## config.mk

```make
export PLATFORM = sky130hd
export DESIGN_NAME = sadsc_ctrl
export DESIGN_NICKNAME = d
export VERILOG_FILES = /design/src/sadsc_pkg.sv /design/src/sadsc_ctrl.sv
export SDC_FILE = /design/constraint.sdc
export NUM_CORES = 1
export LEC_CHECK = 0
export BUFFER_PORTS_ARGS = -buffer_cell sky130_fd_sc_hd__buf_2
export CORE_ASPECT_RATIO = 0.7
export CORE_UTILIZATION = 47
export DETAILED_ROUTE_END_ITERATION = 7
export PLACE_DENSITY = 0.77
export SLEW_MARGIN = 0
export SYNTH_ARGS = -nofsm -noshare
export SYNTH_HDL_FRONTEND = slang
export SYNTH_SLANG_ARGS = --single-unit
```

## constraint.sdc

```tcl
create_clock -name clk -period 1.35 [get_ports clk]
set_clock_uncertainty 0.2 [all_clocks]
set_input_delay 0.27 -clock clk [delete_from_list [all_inputs] [get_ports clk]]
set_output_delay 0.27 -clock clk [all_outputs]
set_load 0.005 [all_outputs]
```

## src/sadsc_pkg.sv

```systemverilog
// ----------------------------------------------------------------------------
// sadsc_pkg
// Shared types and constants of the SAD stereo cost volume block.
// ----------------------------------------------------------------------------
package sadsc_pkg;

  // configuration register indexes
  localparam logic [1:0] CFG_ROWS = 2'd0;
  localparam logic [1:0] CFG_COLS = 2'd1;
  localparam logic [1:0] CFG_DISP = 2'd2;
  localparam logic [1:0] CFG_DIR  = 2'd3;

  localparam int CFG_AW = 2;
  localparam int CFG_DW = 11;

  // item counter width
  localparam int KW = 21;

  // counter widths sized for the largest window and disparity range
  localparam int WIN_IW = 3;
  localparam int DISP_W = 7;

  // register reset values
  localparam logic [10:0] ROWS_RST = 11'd480;
  localparam logic [10:0] COLS_RST = 11'd640;
  localparam logic [6:0]  DISP_RST = 7'd64;
  localparam logic [1:0]  DIR_RST  = 2'b11;

  // controller to datapath
  typedef struct packed {
    logic                accept;
    logic                acc_clr;
    logic                row_init;
    logic                row_next;
    logic                tap;
    logic                out_load;
    logic [WIN_IW-1:0]   col_tap;
    logic [DISP_W-1:0]   disp;
  } cmd_t;

  // datapath to controller
  typedef struct packed {
    logic cfg_busy;
    logic emit;
    logic last_d;
    logic out_fire;
  } status_t;

endpackage

```

## src/sadsc_ctrl.sv

```systemverilog
// ----------------------------------------------------------------------------
// sadsc_ctrl
// Controller: sequences item accept, disparities and window taps.
// ----------------------------------------------------------------------------
module sadsc_ctrl #(
  parameter int WINDOW = 5
) (
  input  logic                clk,
  input  logic                rst,
  input  logic                s_tvalid,
  output logic                s_tready,
  output sadsc_pkg::cmd_t     cmd,
  input  sadsc_pkg::status_t  stat
);

  typedef enum logic [2:0] {
    S_IDLE, S_INIT, S_TAP, S_WAIT, S_LOAD, S_OUT
  } state_t;

  state_t state;
  logic [sadsc_pkg::WIN_IW-1:0] i;
  logic [sadsc_pkg::WIN_IW-1:0] j;
  logic [sadsc_pkg::DISP_W-1:0] d;
  logic                         row_end;

  assign s_tready = (state == S_IDLE) && !stat.cfg_busy;
  assign row_end  = j == sadsc_pkg::WIN_IW'(WINDOW - 1);

  // commands
  always_comb begin
    cmd          = '0;
    cmd.accept   = s_tvalid && s_tready;
    cmd.acc_clr  = state == S_INIT;
    cmd.row_init = state == S_INIT;
    cmd.tap      = state == S_TAP;
    cmd.row_next = (state == S_TAP) && row_end;
    cmd.out_load = state == S_LOAD;
    cmd.col_tap  = j;
    cmd.disp     = d;
  end

  // sequencer
  always_ff @(posedge clk) begin
    if (rst) begin
      state <= S_IDLE;
      i     <= '0;
      j     <= '0;
      d     <= '0;
    end else begin
      case (state)
        S_IDLE: begin
          if (cmd.accept && stat.emit) begin
            d     <= '0;
            state <= S_INIT;
          end
        end
        S_INIT: begin
          i     <= '0;
          j     <= '0;
          state <= S_TAP;
        end
        S_TAP: begin
          if (row_end) begin
            j <= '0;
            if (i == sadsc_pkg::WIN_IW'(WINDOW - 1)) state <= S_WAIT;
            else i <= i + 1'b1;
          end else begin
            j <= j + 1'b1;
          end
        end
        S_WAIT: state <= S_LOAD;
        S_LOAD: state <= S_OUT;
        S_OUT: begin
          if (stat.out_fire) begin
            if (stat.last_d) begin
              state <= S_IDLE;
            end else begin
              d     <= d + 1'b1;
              state <= S_INIT;
            end
          end
        end
        default: state <= S_IDLE;
      endcase
    end
  end

endmodule

```

==> impl.org, run 1 <==
** GRT
- Number of antenna violations at the first check in global routing :: 0
- Pin count of the biggest net entering global routing :: 10

** Run status
- Run status :: aborted with a tool error
- The first error in the log reads "[ERROR DPL-0033] detailed placement checks failed during check placement".
- Progress stopped at global routing.

** Placement
- Cell Area, Placed :: 0.00147 mm2
- RD Place Congestion :: 0.808
- Number of instances in the placed design :: 205
- The wire-length estimate of the detail-placed layout is 2510 um.
- In this run the tool buffered the top-level ports with 23 buffer cells.

** Floorplan
- Standard-cell rows :: 14
- From left edge to right edge, the die measures 58.9 um.
- Effective utilization at floorplan :: 49.9%
- In this run the count of I/O pins placed on the die edge is 24.
- Chip Height :: 41.8 um

** Logic synthesis
- Biggest area contributors in the synthesized netlist :: sky130_fd_sc_hd__dfxtp_1 30%, sky130_fd_sc_hd__ha_1 5.9%, sky130_fd_sc_hd__nand2_1 3.9%, sky130_fd_sc_hd__mux2i_1 3.8%, sky130_fd_sc_hd__buf_6 3.2%
- Fraction of registers with async set/reset :: 0%
- In this run the cell area of the synthesized design comes to 0.00107 mm2.
- Synth Area per Inst :: 8.74 um2
- In the synthesized netlist the dominant register cell turns out to be sky130_fd_sc_hd__dfxtp_1.
- Proportion of netlist area held by the largest area contributor :: 30.0%
- Number of warning messages in the yosys log :: 0
- The synthesized design spends more area on one cell type than any other, namely sky130_fd_sc_hd__dfxtp_1.
- Number of enable flip-flop cells after synthesis :: 0
- Flop and latch count out of synthesis :: 16
- Synthesized Nets :: 134
- Distinct cell type count of the synthesized netlist :: 51
- Post-synthesis sequential area ratio :: 30.0%
- The cell count after synthesis came out at 122.

** Clocking
- Maximum number of buffers from clock root to sink :: 2
- Clock net sink count :: 16
- H-tree level count :: 1
- Number of buffers inserted for hold repair after clock tree synthesis :: 0
- CTS root buffer :: sky130_fd_sc_hd__clkbuf_4
- Num CTS Buffers :: 3

** STA
- After the last repair the worst path ends at a top-level output.
- Once global-route timing repair stopped, the endpoint with the least setup slack was cmd[12].
Yosys cell counts, types with 3 or more instances:
cell type and n:
sky130_fd_sc_hd__dfxtp_1 16, sky130_fd_sc_hd__nand2_1 11, sky130_fd_sc_hd__inv_1 7, sky130_fd_sc_hd__nand3_1 6, sky130_fd_sc_hd__a31oi_1 5, sky130_fd_sc_hd__ha_1 5, sky130_fd_sc_hd__nand2b_1 5, sky130_fd_sc_hd__a21oi_1 4
sky130_fd_sc_hd__mux2i_1 4, sky130_fd_sc_hd__o211ai_1 4, sky130_fd_sc_hd__buf_6 3
metrics by stage:
stage	util [%]	hold slack (ns)	setup slack (ns)
4_1_cts	85.3	0.0816	-0.434
3_5_place_dp	68.8	0.300	-0.259
3_3_place_gp	68.8	0.260	-0.167
2_1_floorplan	-	0.244	-0.0949
logic make-up after synthesis:
kind of cell / after synthesis / synth area share, %
buffers and inverters: 17 / 8.92
AND/OR/NAND/NOR: 47 / 28.1
AO/OA/AOI/OAI: 33 / 23.4
multiplexers: 4 / 3.76
flip-flops: 16 / 30.0
adder cells (fa/ha/maj): 5 / 5.87
what timing repair did:
action | 4_1_cts
resized for setup | 51
pin swaps | 15
endpoints found under the setup margin | 30
buffers inserted | 16
==> run 2, diff against run 1 <==
--- a/config.mk
+++ b/config.mk
@@ -6,10 +6,10 @@
 export NUM_CORES = 1
 export LEC_CHECK = 0
 export BUFFER_PORTS_ARGS = -buffer_cell sky130_fd_sc_hd__buf_2
-export CORE_ASPECT_RATIO = 0.7
-export CORE_UTILIZATION = 47
+export CORE_AREA = 2 2 63 65
 export DETAILED_ROUTE_END_ITERATION = 7
-export PLACE_DENSITY = 0.77
+export DIE_AREA = 0 0 65 67
+export PLACE_DENSITY_LB_ADDON = 0.15
 export SLEW_MARGIN = 0
 export SYNTH_ARGS = -nofsm -noshare
 export SYNTH_HDL_FRONTEND = slang
==> constraint.sdc (replaced) <==
create_clock -name clk -period 1.8 [get_ports clk]
set_clock_uncertainty 0.2 [all_clocks]
set_input_delay 0.36 -clock clk [delete_from_list [all_inputs] [get_ports clk]]
set_output_delay 0.36 -clock clk [all_outputs]
set_load 0.005 [all_outputs]
==> run 2 against run 1 <==
Against the previous run: the flow now finishes without violations; synthesized cell count did not move; area after synthesis is the same.
==> impl.org, run 2 <==
** Run status
- The run finished with clean final reports.

** Cells and area
- ANT cells :: 0
- Counting flops per register, the top entry is d.
- The area growth from synthesis to layout is 36.5%.
- The library cell used most frequently in the layout, excluding fill and tap cells, is sky130_fd_sc_hd__buf_2.
- After filler insertion, the fill cell instance count of the layout stands at 376.
- Of the cells placed in the final design, the portion with a size suffix greater than 1 is 40.6%.
- Post-layout nets :: 173
- Flip-flop count of the largest register, all copies and words added :: 7
- The top cell types in the final layout, fill and taps aside, are 23 x sky130_fd_sc_hd__buf_2, 18 x sky130_fd_sc_hd__buf_4, 12 x sky130_fd_sc_hd__dfxtp_1.

** STA
- Hold Violations, Final :: 0
- Final Slew Violations :: 0
- Dividing the final minimum period by the clock period gives 98.9%.
- Across all hold checks on the routed design, the worst slack comes to 0.262 ns.
- Setup violations remaining at the end of the flow were counted as 0.
- Subtracting the final worst setup slack from the clock period gives 1.78 ns.
- Achievable frequency :: 562 MHz
- Worst Tran Pin Value :: 0.324 ns
- Measured against its own limit, the worst slew margin works out to 78.3%.
- Setup repair after global routing could not meet its margin everywhere.

** Drt
- Dividing the detail-routed wire length by the instance count gives 13.8 um.
- The routed layout has 1,068 vias.
- Total routed wirelength :: 2870 um
- Count of antenna-violating nets left after detailed routing :: 0
- Remaining DRCs :: 0
- After detailed routing, the number of vias per cell comes to 5.13.
- For this block, the initial DRC count from the detailed router was 78.
- Number of iterations in the first detailed-routing pass :: 4

** Logic synthesis
- In the post-synthesis netlist, the biggest area contributors are sky130_fd_sc_hd__dfxtp_1 30%, sky130_fd_sc_hd__ha_1 5.9%, sky130_fd_sc_hd__nand2_1 3.9%, sky130_fd_sc_hd__mux2i_1 3.8%, sky130_fd_sc_hd__buf_6 3.2%.
- The share of synthesized flip-flops with an asynchronous set or reset was 0% (unchanged).
- Among all cell types in the netlist, the one instantiated most often is sky130_fd_sc_hd__dfxtp_1.
- The number of nets in the synthesized netlist came to 134 (unchanged).
- Number of enable flip-flop cells after synthesis :: 0 (unchanged)
- Post-synthesis cell area :: 0.00107 mm2 (unchanged)
- Proportion of netlist area held by the largest area contributor :: 30.0% (unchanged)
- Distinct cell type count of the synthesized netlist :: 51 (unchanged)
- Flop and latch count out of synthesis :: 16 (unchanged)
- sky130_fd_sc_hd__dfxtp_1 takes more of the synthesized area than any other cell.
- Synth Area per Inst :: 8.74 um2 (unchanged)
- Number of cells produced by synthesis :: 122 (unchanged)
- Post-synthesis sequential area ratio :: 30.0% (unchanged)
- Most common library cells after synthesis :: 16 x sky130_fd_sc_hd__dfxtp_1, 11 x sky130_fd_sc_hd__nand2_1, 7 x sky130_fd_sc_hd__inv_1
- Number of warning messages in the yosys log :: 0 (unchanged)
- Synth Flop Type :: sky130_fd_sc_hd__dfxtp_1

** GRT
- Via count of the first global-routing pass :: 1,019
- GRT Util Overall :: 14.2%
- Global-route wire length before repair :: 4690 um
- Entering global routing, the biggest net connects 13 pins.
- Number of antenna violations at the first check in global routing :: 0
- Summed over all layers, the global routing overflow is 0.

** Placement
- RD Place Congestion :: 0.783 (-3.0%)
- HPWL reported at the end of detailed placement :: 2100 um (-16%)
- The port buffer count was 23 (unchanged).

** Worst setup path
- Data arrives at the worst endpoint at 1.22 ns.
- In this run the worst path has a maximum fanout of 6.
- Critical Path Start Type :: flip-flop
- STA puts the critical path data required time at 1.24 ns.
- Critical path endpoint category :: output port
- By startpoint and endpoint, the worst setup path is classified as reg -> out.

** Min path
- The tightest min-delay check is of the in -> reg type.

** Floorplan
- The number of ports placed on the die boundary was 24 (unchanged).
- Standard-cell rows :: 22 (+8)
- Floorplan die area :: 0.00436 mm2
- The floorplan die width was 65 um (+10%).
- The core region is 0.00361 mm2.
- Chip Height :: 67 um (+60%)
- The initial core utilization is 29.6% (-20 points).

** Clocking
- CTS root buffer :: sky130_fd_sc_hd__clkbuf_8
- Number of buffers inserted for hold repair after clock tree synthesis :: 0 (unchanged)
- Maximum number of buffers from clock root to sink :: 2 (unchanged)
- TritonCTS clock tree :: built
- The number of buffers created by CTS came to 3 (unchanged).
- The clock reaches the later pin of the worst-skew pair after 0.25 ns.
- The maximum level of the CTS H-tree came to 1 (unchanged).
- Clock net sink count :: 16 (unchanged)
- Clock slew at reported path FFs :: 0.07 ns

** Power
- The analysis attributes to cell leakage a power of 0.611 nW.
- Overall power consumption :: 0.857 mW
- Peak VDD IR :: 0.408 mV
- Power spread over the standard cell area amounts to 589 mW/mm2.

** Run
- # Max-Cap Violations :: 0
-- run 2: layer usage --
metal / wire length [um] / share of wire (%) / track usage [%]
met4: 24 / 0.84 / 4.52
met5: 0 / 0 / 0
met2: 1400 / 49 / 25.8
met3: 103 / 3.6 / 3.89
met1: 1340 / 47 / 16.1
-- run 2: power breakdown --
group          switching (mW)  internal [mW]  total, mW
registers              0.0109          0.358      0.369
logic                  0.0784         0.0811      0.159
clock network           0.134          0.194      0.328
total                   0.223          0.633      0.857
-- run 2: area by class of cell --
class | instances | area, um2 | share of cell area [%]
Timing Repair Buffer | 42 | 255 | 17.5
Inverter | 9 | 36.3 | 2.49
Multi-Input combinational cell | 89 | 713 | 49.0
Sequential cell | 16 | 335 | 23.0
Clock buffer | 4 | 55.1 | 3.78
Tap cell | 48 | 60.1 | 4.13
-- run 2: kinds of logic after synthesis --
kind of cell	synth area share, %
adder cells (fa/ha/maj)	5.87
AO/OA/AOI/OAI	23.4
multiplexers	3.76
flip-flops	30.0
AND/OR/NAND/NOR	28.1
buffers and inverters	8.92
-- run 2: critical path: stages, from the launching register on --
cell                      delay [ns]
sky130_fd_sc_hd__dfxtp_4        0.39
sky130_fd_sc_hd__or3b_4         0.40
sky130_fd_sc_hd__inv_2          0.07
sky130_fd_sc_hd__buf_2          0.10
-- run 2: worst paths after layout --
check,startpoint,endpoint,slack (ns),cells past startpoint
worst min register to register,i[1]$_SDFFE_PP0P_,i[1]$_SDFFE_PP0P_,0.29,2
worst min-delay path,rst,state[2]$_SDFFE_PP0P_,0.26,3
worst max register to register,state[0]$_SDFFE_PP0P_,d[1]$_SDFFE_PP0P_,0.18,4
worst max-delay path,state[0]$_SDFFE_PP0P_,cmd[14],0.02,3
-- run 2: repair_timing --
action,in CTS,in global routing
setup endpoints to repair,7,4
pin swaps,0,3
setup buffers,3,4
resized for setup,10,15
-- run 2: stage by stage --
stage	cell area [um2]	utilization [%]	instances	setup WS (ns)	TNS [ns]
6_report	1460	40.4	208	0.0200	0
5_1_grt	1460	40.4	208	-0.0200	-0.0551
4_1_cts	1380	38.2	204	0.00470	0
3_5_place_dp	1270	35.2	197	0.0957	0
3_3_place_gp	1270	35.2	197	0.0805	0
2_1_floorplan	1070	-	122	0.205	0
No activity file was read; power rests on OpenSTA's default activity.
